<file path="config.mk">
export PLATFORM = sky130hd
export DESIGN_NAME = edit_distance_engine_core
export DESIGN_NICKNAME = d
export VERILOG_FILES = /design/src/rtl/core/edc_pkg.sv /design/src/rtl/core/edc_ram.sv /design/src/rtl/core/edit_distance_engine_core.sv
export VERILOG_INCLUDE_DIRS = /design/src /design/src/rtl/core
export SDC_FILE = /design/constraint.sdc
export NUM_CORES = 2
export LEC_CHECK = 0
export ABC_AREA = 0
export BUFFER_PORTS_ARGS = -buffer_cell sky130_fd_sc_hd__buf_2
export CORE_ASPECT_RATIO = 0.5
export CORE_MARGIN = 2
export CORE_UTILIZATION = 60
export CTS_CLUSTER_SIZE = 10
export DETAILED_ROUTE_END_ITERATION = 7
export PLACE_DENSITY = 0.76
export SETUP_SLACK_MARGIN = 0.5
export SLEW_MARGIN = 20
export SYNTH_ARGS = -nofsm -noshare
export SYNTH_HDL_FRONTEND = slang
export SYNTH_HIERARCHICAL = 1
export SYNTH_SLANG_ARGS = --single-unit
</file>
<file path="constraint.sdc">
create_clock -name clk -period 12.7 [get_ports clk]
set_input_delay 1.27 -clock clk [delete_from_list [all_inputs] [get_ports clk]]
set_output_delay 1.27 -clock clk [all_outputs]
set_load 0.02 [all_outputs]
</file>
<file path="src/rtl/core/edit_distance_engine_core_assert.svh">
// Assertion macros shared by the edit distance engine RTL.
// Depends on nothing; each use names its own clock and reset.
`ifndef EDIT_DISTANCE_ENGINE_CORE_ASSERT_SVH
`define EDIT_DISTANCE_ENGINE_CORE_ASSERT_SVH

// The consequent must hold in the same cycle as the antecedent.
`define EDC_ASSERT_SAME(label, clk, rst, ante, cons) \
  label: assert property (@(posedge clk) disable iff (rst) (ante) |-> (cons)) \
    else $error("edc assertion failed");

// The consequent must hold in the cycle after the antecedent.
`define EDC_ASSERT_NEXT(label, clk, rst, ante, cons) \
  label: assert property (@(posedge clk) disable iff (rst) (ante) |=> (cons)) \
    else $error("edc assertion failed");

`endif

</file>
<file path="src/rtl/core/edc_pkg.sv">
// Package for the edit distance engine: sizes, operation codes, sequencer
// states and the distance saturation function. Depends on nothing.
`default_nettype none

package edc_pkg;

  localparam int MAX_LEN = 64;
  localparam int LEN_W   = $clog2(MAX_LEN + 1);
  localparam int ADDR_W  = (MAX_LEN > 1) ? $clog2(MAX_LEN) : 1;
  localparam int SYM_W   = 8;
  localparam int DIST_W  = 7;
  localparam int OP_W    = 2;

  localparam logic [OP_W-1:0] OP_SRC     = 2'd0;
  localparam logic [OP_W-1:0] OP_TGT     = 2'd1;
  localparam logic [OP_W-1:0] OP_COMPUTE = 2'd2;

  typedef enum logic [2:0] {
    S_IDLE,
    S_INIT,
    S_ROW_RD,
    S_ROW_WR,
    S_CELL_RD,
    S_CELL_WR
  } state_t;

  // Clamp a cost value into the distance field.
  function automatic logic [DIST_W-1:0] sat_dist(input logic [LEN_W-1:0] v);
    logic [LEN_W+DIST_W-1:0] w;
    w = (LEN_W + DIST_W)'(v);
    if (w > (LEN_W + DIST_W)'((1 << DIST_W) - 1)) begin
      return {DIST_W{1'b1}};
    end
    return w[DIST_W-1:0];
  endfunction

endpackage

`default_nettype wire

</file>
<file path="src/rtl/core/edc_ram.sv">
// Generic simple dual-port RAM: one write port, one read port with
// registered read data. Depends on nothing.
`default_nettype none

module edc_ram #(
  parameter int WIDTH = 8,
  parameter int DEPTH = 64
) (
  input  wire logic                                    clk,
  input  wire logic                                    we,
  input  wire logic [((DEPTH > 1) ? $clog2(DEPTH) : 1)-1:0] waddr,
  input  wire logic [WIDTH-1:0]                        wdata,
  input  wire logic [((DEPTH > 1) ? $clog2(DEPTH) : 1)-1:0] raddr,
  output logic      [WIDTH-1:0]                        rdata
);

  logic [WIDTH-1:0] mem [DEPTH];

  always_ff @(posedge clk) begin
    if (we) begin
      mem[waddr] <= wdata;
    end
    rdata <= mem[raddr];
  end

endmodule

`default_nettype wire

</file>
<file path="src/rtl/core/edit_distance_engine_core.sv">
// Top level of the edit distance engine: command port, sequencer and the
// table walk datapath. Depends on edc_pkg, edc_ram and the assertion header.
//
// Usage. A command beat is taken at a rising edge where start is high and
// busy is low; operation and symbol travel with it. Operation OP_SRC
// appends symbol to the source string, OP_TGT appends it to the target
// string; neither raises busy. A byte beyond MAX_LEN is dropped and
// remembered as an overflow. The unused operation code is taken and ignored.
// OP_COMPUTE raises busy while the Levenshtein distance is worked out over
// one stored cost row. The row is first initialised one entry a cycle in
// S_INIT. Each table cell then passes through S_CELL_RD, which issues the
// reads of the row memory and the source memory, and S_CELL_WR, which takes
// the registered data, compares and writes the cell back. Each row first passes
// through S_ROW_RD and S_ROW_WR to fetch its target byte. The result beat (done,
// distance, overflow) appears for exactly one cycle after the last cell, busy
// falls in that same cycle, and both strings and the overflow flag are cleared.
// The receiver cannot stall, so the result beat must be taken as it comes.
// A synchronous reset empties both strings, clears the flag and idles the walk.
`default_nettype none
`include "edit_distance_engine_core_assert.svh"

module edit_distance_engine_core
  import edc_pkg::*;
(
  input  wire logic              clk,
  input  wire logic              rst,
  input  wire logic              start,
  output logic                   busy,
  input  wire logic [OP_W-1:0]   operation,
  input  wire logic [SYM_W-1:0]  symbol,
  output logic                   done,
  output logic [DIST_W-1:0]      distance,
  output logic                   overflow
);

  // Sequencer and control registers.
  state_t           state, state_next;
  logic [LEN_W-1:0] src_len, src_len_next;
  logic [LEN_W-1:0] tgt_len, tgt_len_next;
  logic             overflow_seen, overflow_seen_next;
  logic [LEN_W-1:0] row_idx, row_idx_next;
  logic [LEN_W-1:0] col_idx, col_idx_next;

  // Datapath registers of the table walk.
  logic [LEN_W-1:0] diag, diag_next;
  logic [LEN_W-1:0] left, left_next;
  logic [SYM_W-1:0] tgt_sym, tgt_sym_next;

  // Result strobe and result cost, both combinational.
  logic             finish;
  logic [LEN_W-1:0] result_cost;

  // Memory ports.
  logic              src_we, tgt_we, row_we;
  logic [ADDR_W-1:0] src_raddr, tgt_raddr;
  logic [SYM_W-1:0]  src_rdata, tgt_rdata;
  logic [LEN_W-1:0]  row_waddr, row_raddr;
  logic [LEN_W-1:0]  row_wdata, row_rdata;

  // Shared compare unit: minimum of three neighbours plus one, or the
  // diagonal where the two bytes match.
  logic [LEN_W-1:0] least;
  logic [LEN_W-1:0] cell_cost;
  logic             accept;

  assign accept = start && !busy;
  assign busy   = (state != S_IDLE);

  always_comb begin
    least = diag;
    if (row_rdata < least) begin
      least = row_rdata;
    end
    if (left < least) begin
      least = left;
    end
    cell_cost = (src_rdata == tgt_sym) ? diag : least + LEN_W'(1);
  end

  edc_ram #(.WIDTH(SYM_W), .DEPTH(MAX_LEN)) u_src_ram (
    .clk   (clk),
    .we    (src_we),
    .waddr (src_len[ADDR_W-1:0]),
    .wdata (symbol),
    .raddr (src_raddr),
    .rdata (src_rdata)
  );

  edc_ram #(.WIDTH(SYM_W), .DEPTH(MAX_LEN)) u_tgt_ram (
    .clk   (clk),
    .we    (tgt_we),
    .waddr (tgt_len[ADDR_W-1:0]),
    .wdata (symbol),
    .raddr (tgt_raddr),
    .rdata (tgt_rdata)
  );

  edc_ram #(.WIDTH(LEN_W), .DEPTH(MAX_LEN + 1)) u_row_ram (
    .clk   (clk),
    .we    (row_we),
    .waddr (row_waddr),
    .wdata (row_wdata),
    .raddr (row_raddr),
    .rdata (row_rdata)
  );

  // Next state, datapath updates and memory controls.
  always_comb begin
    state_next         = state;
    src_len_next       = src_len;
    tgt_len_next       = tgt_len;
    overflow_seen_next = overflow_seen;
    row_idx_next       = row_idx;
    col_idx_next       = col_idx;
    diag_next          = diag;
    left_next          = left;
    tgt_sym_next       = tgt_sym;
    finish             = 1'b0;
    result_cost        = cell_cost;
    src_we             = 1'b0;
    tgt_we             = 1'b0;
    row_we             = 1'b0;
    row_waddr          = col_idx;
    row_wdata          = col_idx;
    row_raddr          = col_idx;
    src_raddr          = ADDR_W'(col_idx - LEN_W'(1));
    tgt_raddr          = ADDR_W'(row_idx - LEN_W'(1));

    case (state)
      S_IDLE: begin
        if (accept) begin
          case (operation)
            OP_SRC: begin
              if (src_len < LEN_W'(MAX_LEN)) begin
                src_we       = 1'b1;
                src_len_next = src_len + LEN_W'(1);
              end else begin
                overflow_seen_next = 1'b1;
              end
            end
            OP_TGT: begin
              if (tgt_len < LEN_W'(MAX_LEN)) begin
                tgt_we       = 1'b1;
                tgt_len_next = tgt_len + LEN_W'(1);
              end else begin
                overflow_seen_next = 1'b1;
              end
            end
            OP_COMPUTE: begin
              col_idx_next = '0;
              state_next   = S_INIT;
            end
            default: begin
            end
          endcase
        end
      end

      // First row of the table: entry j holds j.
      S_INIT: begin
        row_we = 1'b1;
        if (col_idx == src_len) begin
          if (tgt_len == '0) begin
            finish      = 1'b1;
            result_cost = src_len;
            state_next  = S_IDLE;
          end else begin
            row_idx_next = LEN_W'(1);
            state_next   = S_ROW_RD;
          end
        end else begin
          col_idx_next = col_idx + LEN_W'(1);
        end
      end

      // Fetch the target byte of this row.
      S_ROW_RD: begin
        state_next = S_ROW_WR;
      end

      // Column zero of row i holds i; the old value i - 1 is the diagonal.
      S_ROW_WR: begin
        tgt_sym_next = tgt_rdata;
        diag_next    = row_idx - LEN_W'(1);
        left_next    = row_idx;
        row_we       = 1'b1;
        row_waddr    = '0;
        row_wdata    = row_idx;
        col_idx_next = LEN_W'(1);
        if (src_len == '0) begin
          if (row_idx == tgt_len) begin
            finish      = 1'b1;
            result_cost = row_idx;
            state_next  = S_IDLE;
          end else begin
            row_idx_next = row_idx + LEN_W'(1);
            state_next   = S_ROW_RD;
          end
        end else begin
          state_next = S_CELL_RD;
        end
      end

      // Read the cell above and the source byte of this column.
      S_CELL_RD: begin
        state_next = S_CELL_WR;
      end

      S_CELL_WR: begin
        row_we    = 1'b1;
        row_wdata = cell_cost;
        diag_next = row_rdata;
        left_next = cell_cost;
        if (col_idx == src_len) begin
          if (row_idx == tgt_len) begin
            finish      = 1'b1;
            result_cost = cell_cost;
            state_next  = S_IDLE;
          end else begin
            row_idx_next = row_idx + LEN_W'(1);
            state_next   = S_ROW_RD;
          end
        end else begin
          col_idx_next = col_idx + LEN_W'(1);
          state_next   = S_CELL_RD;
        end
      end

      default: begin
        state_next = S_IDLE;
      end
    endcase

    // A finished request empties both strings and clears the flag.
    if (finish) begin
      src_len_next       = '0;
      tgt_len_next       = '0;
      overflow_seen_next = 1'b0;
    end
  end

  always_ff @(posedge clk) begin
    if (rst) begin
      state         <= S_IDLE;
      src_len       <= '0;
      tgt_len       <= '0;
      overflow_seen <= 1'b0;
      row_idx       <= '0;
      col_idx       <= '0;
      done          <= 1'b0;
    end else begin
      state         <= state_next;
      src_len       <= src_len_next;
      tgt_len       <= tgt_len_next;
      overflow_seen <= overflow_seen_next;
      row_idx       <= row_idx_next;
      col_idx       <= col_idx_next;
      done          <= finish;
    end
  end

  always_ff @(posedge clk) begin
    diag    <= diag_next;
    left    <= left_next;
    tgt_sym <= tgt_sym_next;
    if (finish) begin
      distance <= sat_dist(result_cost);
      overflow <= overflow_seen;
    end
  end

  // The result beat only ever appears once the sequencer is back at rest.
  `EDC_ASSERT_SAME(a_done_idle, clk, rst, done, state == S_IDLE)
  // A compute command always starts a walk.
  `EDC_ASSERT_NEXT(a_compute_busy, clk, rst,
    accept && (operation == OP_COMPUTE), busy)
  // Column index stays within the source string while cells are written.
  `EDC_ASSERT_SAME(a_col_range, clk, rst, state == S_CELL_WR,
    (col_idx >= LEN_W'(1)) && (col_idx <= src_len))
  // Row index stays within the target string.
  `EDC_ASSERT_SAME(a_row_range, clk, rst, state == S_ROW_RD,
    (row_idx >= LEN_W'(1)) && (row_idx <= tgt_len))

endmodule

`default_nettype wire
</file>
==> impl_summary.md <==
Status
The flow ran to the end, and the final reports show no timing, DRC or antenna violations.

Worst setup path
At the worst endpoint, the required time is ~13000 ps. The critical path class is reg2reg. The data arrival time of the critical path is roughly 6600 ps.

The largest driver fanout on the critical path is 65. STA classifies the critical path startpoint as a register. The type of element capturing the critical path is a register.

Synthesis
After Yosys synthesis, full adders, half adders and majority gates account for less than 1% of the synthesized area. In the synthesized netlist the async set-or-reset flop fraction comes to 0%. The fraction of the mapped netlist area in compound gates is under 10%. In this run, synthesis produced a sequential element count of 1565. The mapped netlist covers about 63000 um2. When the netlist entered floorplanning its net count stood at about 3300. Yosys attributes the largest share of cell area to sky130_fd_sc_hd__edfxtp_1, sky130_fd_sc_hd__mux4_2, sky130_fd_sc_hd__nor2_1. Ranked by instance count, the synthesized netlist is headed by sky130_fd_sc_hd__edfxtp_1, sky130_fd_sc_hd__mux4_2, sky130_fd_sc_hd__nor2_1.

The area share of the largest cell type after synthesis is a little over 70%. The dominant combinational cell family by area after synthesis is multiplexers. Measured against the total synthesized area, the mux share comes to approximately 15%. The sequential-to-total area share from yosys stat is approximately three quarters.

The synthesized netlist devotes less than 1% of its cell area to XOR and XNOR gates. The area share of and/or/nand/nor cells after synthesis is about 4.5%. The most common flop cell mapped by yosys is sky130_fd_sc_hd__edfxtp_1. The number of standard cells after synthesis is about 3200. The synthesized design spends more area on one cell type than any other, namely sky130_fd_sc_hd__edfxtp_1. For this run, the number of Yosys warnings is 6. The average cell area after synthesis is roughly 20 um2. The most numerous cell in the Yosys netlist is sky130_fd_sc_hd__edfxtp_1. Yosys mapped a number of flops with a built-in enable equal to between 1500 and 2000.

The synthesized netlist contains roughly 70 unique library cells.

Power
Sequential cells burn 55.1% of the power. Across the VDD grid, the largest voltage drop is 0.0001330 V. In this run the static leakage power is between 20 and 25 nW. For this design the ratio of total power to cell area is around 150 nW/um2. The internal power of the cells totals 8.229 mW. The net load switching power is 2.012 mW. The logic gate share of total power is 1.3%. In this run switching power makes up between 10% and 20% of total power. The part of the total power dissipated in the clock network is about 44%. The overall power consumption is about 10 mW.

Detailed routing
The routed wire length is approximately 140000 um. For this block, the via count after detailed routing is between 30000 and 40000. In this run the remaining antenna-violating nets after routing total 0. The total iterations of the first detailed-routing run is 5. After the first detailed-routing iteration, the DRC count stood at between 4000 and 5000. For this run, design rule violations remaining after detail routing come to 0. The post-detailed-route wirelength per cell is approximately 29 um. Dividing the detail-routed via count by the number of cells gives ~6.7.

Clock tree
After clock tree synthesis, the clock-pin slew on the worst setup and hold paths is approximately 60 ps. The tree is rooted in a sky130_fd_sc_hd__clkbuf_16. Counting along the longest clock path gives a buffer depth of 3.

Hold repair after CTS inserted 0 buffers. The clock tree from TritonCTS is built. The number of gates given a new drive strength after cts is 0. After clock tree synthesis, the setup repair step added 0 buffers. The insertion delay to the later sink of the worst-skew pair is approximately 790 ps. The CTS sink count is about 1600.

The maximum level of the CTS H-tree is 4. The CTS buffer count is 174.

Timing
The number of pins exceeding their max-slew limit in the final report is 0. In this run the tightest slew margin relative to its limit is about 27%. Based on the critical path, the design can be clocked at up to approximately 160 MHz.

The number of hold violations in the final report is 0. The worst path meets setup with about 6600 ps of slack. Counting I/O delays and the setup requirement, the final critical path takes slightly above 6000 ps. The worst clock skew on the final layout is 36.93 ps. Setup violations remaining at the end of the flow were counted as 0. The slew of the pin with the lowest slew margin is about 1100 ps. Setup repair after global routing left no endpoint under its margin. In the finished design, the share of the clock period the worst path needs comes to 48.41%. For the final routed database, the setup TNS stands at 0 ps.

Floorplanning
The die is 232.6 um tall. The core region is 103100 um2. The starting density of the core is approximately three fifths.

For this design the top-level I/O count stands at 23. The die is around 460 um wide. The die covers 107200 um2. The floorplan has 83 rows.

Cells and area
The area added between synthesis and finish is 10.20%. At the end of the flow, the number of nets in the layout was 3330. The share of cells above drive strength 1 is a little over a fifth.

0 antenna diodes ended up in the layout. The final core utilization is 66.99%. The count of filler cells inserted in the layout is between 6000 and 7000. The summed area of non-filler cells in the final layout is approximately 69000 um2.

Placed design
The post-detailed-placement cell area is between 60000 and 70000 um2. The count of input and output buffers is 22. At the end of routability-driven placement, the weighted congestion stood at a little under 0.9. The HPWL after detailed placement is 80890 um. The pre-CTS setup slack is around 6400 ps.

Global route
The overflow left after global routing is 0. The via count of the first global-routing pass is 31711. The global-route total usage across every layer is a little over a quarter. The maximum number of pins on one net before global-route repair is a little under 100. The number of antenna violations at the first check in global routing is 1. The global-route wire length before repair is 206100 um.

Min path
The worst hold path belongs to the class reg2reg.

Flow run
Max-cap violations in this run came to 0.
power by group through the flow:
stage / registers [mW] / clock network (mW) / logic, mW
floorplan: 5.75 / 0 / 0.0558
global placement: 5.75 / 0 / 0.129
detailed placement: 5.75 / 0 / 0.134
CTS: 5.64 / 4.53 / 0.135
global route: 5.64 / 4.73 / 0.146
finish: 5.64 / 4.46 / 0.135
metal layers:
metal,vias to the layer above,global-route usage [%],share of wire [%]
li1,13258,-,-
met5,-,0,0
met4,0,8.678,2.7
met1,16551,38.52,41
met3,272,5.256,9.6
met2,1805,40.14,47
final timing paths:
kind	from	to	slack [ps]	cells past startpoint
worst max-delay path	diag[2]	u_row_ram/mem[13][6]	6550	22
worst min-delay path	u_tgt_ram/rdata[7]	tgt_sym[7]	410	0
worst min register to register	u_tgt_ram/rdata[7]	tgt_sym[7]	410	0
worst max register to register	diag[2]	u_row_ram/mem[13][6]	6550	22
stage by stage:
stage | hold slack (ps) | instances
2_1_floorplan | 385.5 | 3227
3_3_place_gp | 401.1 | 4522
3_5_place_dp | 394.7 | 4522
4_1_cts | 406.1 | 4769
5_1_grt | 411.1 | 4770
6_report | 405.3 | 4770
layout make-up:
cell class / count / area [um2] / area share (%)
Clock inverter: 10 / 167.7 / 0.2427
Sequential cell: 1565 / 46450 / 67.23
Multi-Input combinational cell: 1460 / 15390 / 22.27
Clock buffer: 237 / 4718 / 6.830
Timing Repair Buffer: 68 / 488.0 / 0.7063
Inverter: 28 / 125.1 / 0.1811
Tap cell: 1402 / 1754 / 2.539
registers in the layout, summed over array words and instances, names as in the netlist, 3 cells and up:
register,count
diag,7
u_row_ram/rdata,7
state,3
u_row_ram/mem,455
left,7
col_idx,7
u_tgt_ram/mem,512
tgt_sym,8
row_idx,7
tgt_len,7
u_src_ram/rdata,8
distance,7
u_src_ram/mem,512
src_len,7
u_tgt_ram/rdata,8
worst max-delay path, stage by stage, from the launching register on:
cell	delay (ps)
sky130_fd_sc_hd__edfxtp_1	490
sky130_fd_sc_hd__inv_1	160
sky130_fd_sc_hd__ha_1	340
sky130_fd_sc_hd__a21oi_1	150
sky130_fd_sc_hd__o21ai_0	140
sky130_fd_sc_hd__a21oi_1	160
sky130_fd_sc_hd__buf_4	270
sky130_fd_sc_hd__a21oi_1	140
sky130_fd_sc_hd__ha_1	300
sky130_fd_sc_hd__a21oi_1	70
sky130_fd_sc_hd__maj3_1	350
sky130_fd_sc_hd__a21oi_1	230
sky130_fd_sc_hd__a21o_1	470
sky130_fd_sc_hd__nor2_1	70
sky130_fd_sc_hd__a31oi_1	170
sky130_fd_sc_hd__ha_1	360
sky130_fd_sc_hd__inv_1	150
sky130_fd_sc_hd__nor4_1	240
sky130_fd_sc_hd__mux2i_1	120
sky130_fd_sc_hd__xor2_1	150
sky130_fd_sc_hd__mux2i_1	370
sky130_fd_sc_hd__a211oi_1	180
sky130_fd_sc_hd__a221o_4	620
cells in the final DEF (no fill, tap or decap), drive strengths merged, types with 7 or more instances in the layout:
cell	n
edfxtp	1509
mux4	364
nor2	304
clkbuf	237
nand2	94
mux2i	86
buf	68
mux2	56
dfxtp	56
nand3	52
nor2b	41
a21oi	38
nor3	36
xor2	31
o21ai	31
a22oi	30
inv	30
xnor2	25
nand2b	22
o22ai	21
ha	20
a221oi	20
o221ai	17
a211oi	16
nand4	15
nor4	11
nand3b	11
o31ai	9
and2	9
a22o	8
a32oi	8
or3	8
clkinv	8
o2bb2ai	7
a21o	7
kinds of logic (layout without fill, tap and decap cells):
| family | after synthesis | count (layout) |
|---|---|---|
| buf+inv | 202 | 343 |
| compound gates | 259 | 259 |
| simple gates | 618 | 618 |
| fa+ha+maj | 21 | 21 |
| mux | 506 | 506 |
| xor+xnor | 56 | 56 |
| flops | 1565 | 1565 |
(Power assumes the default switching activity.)
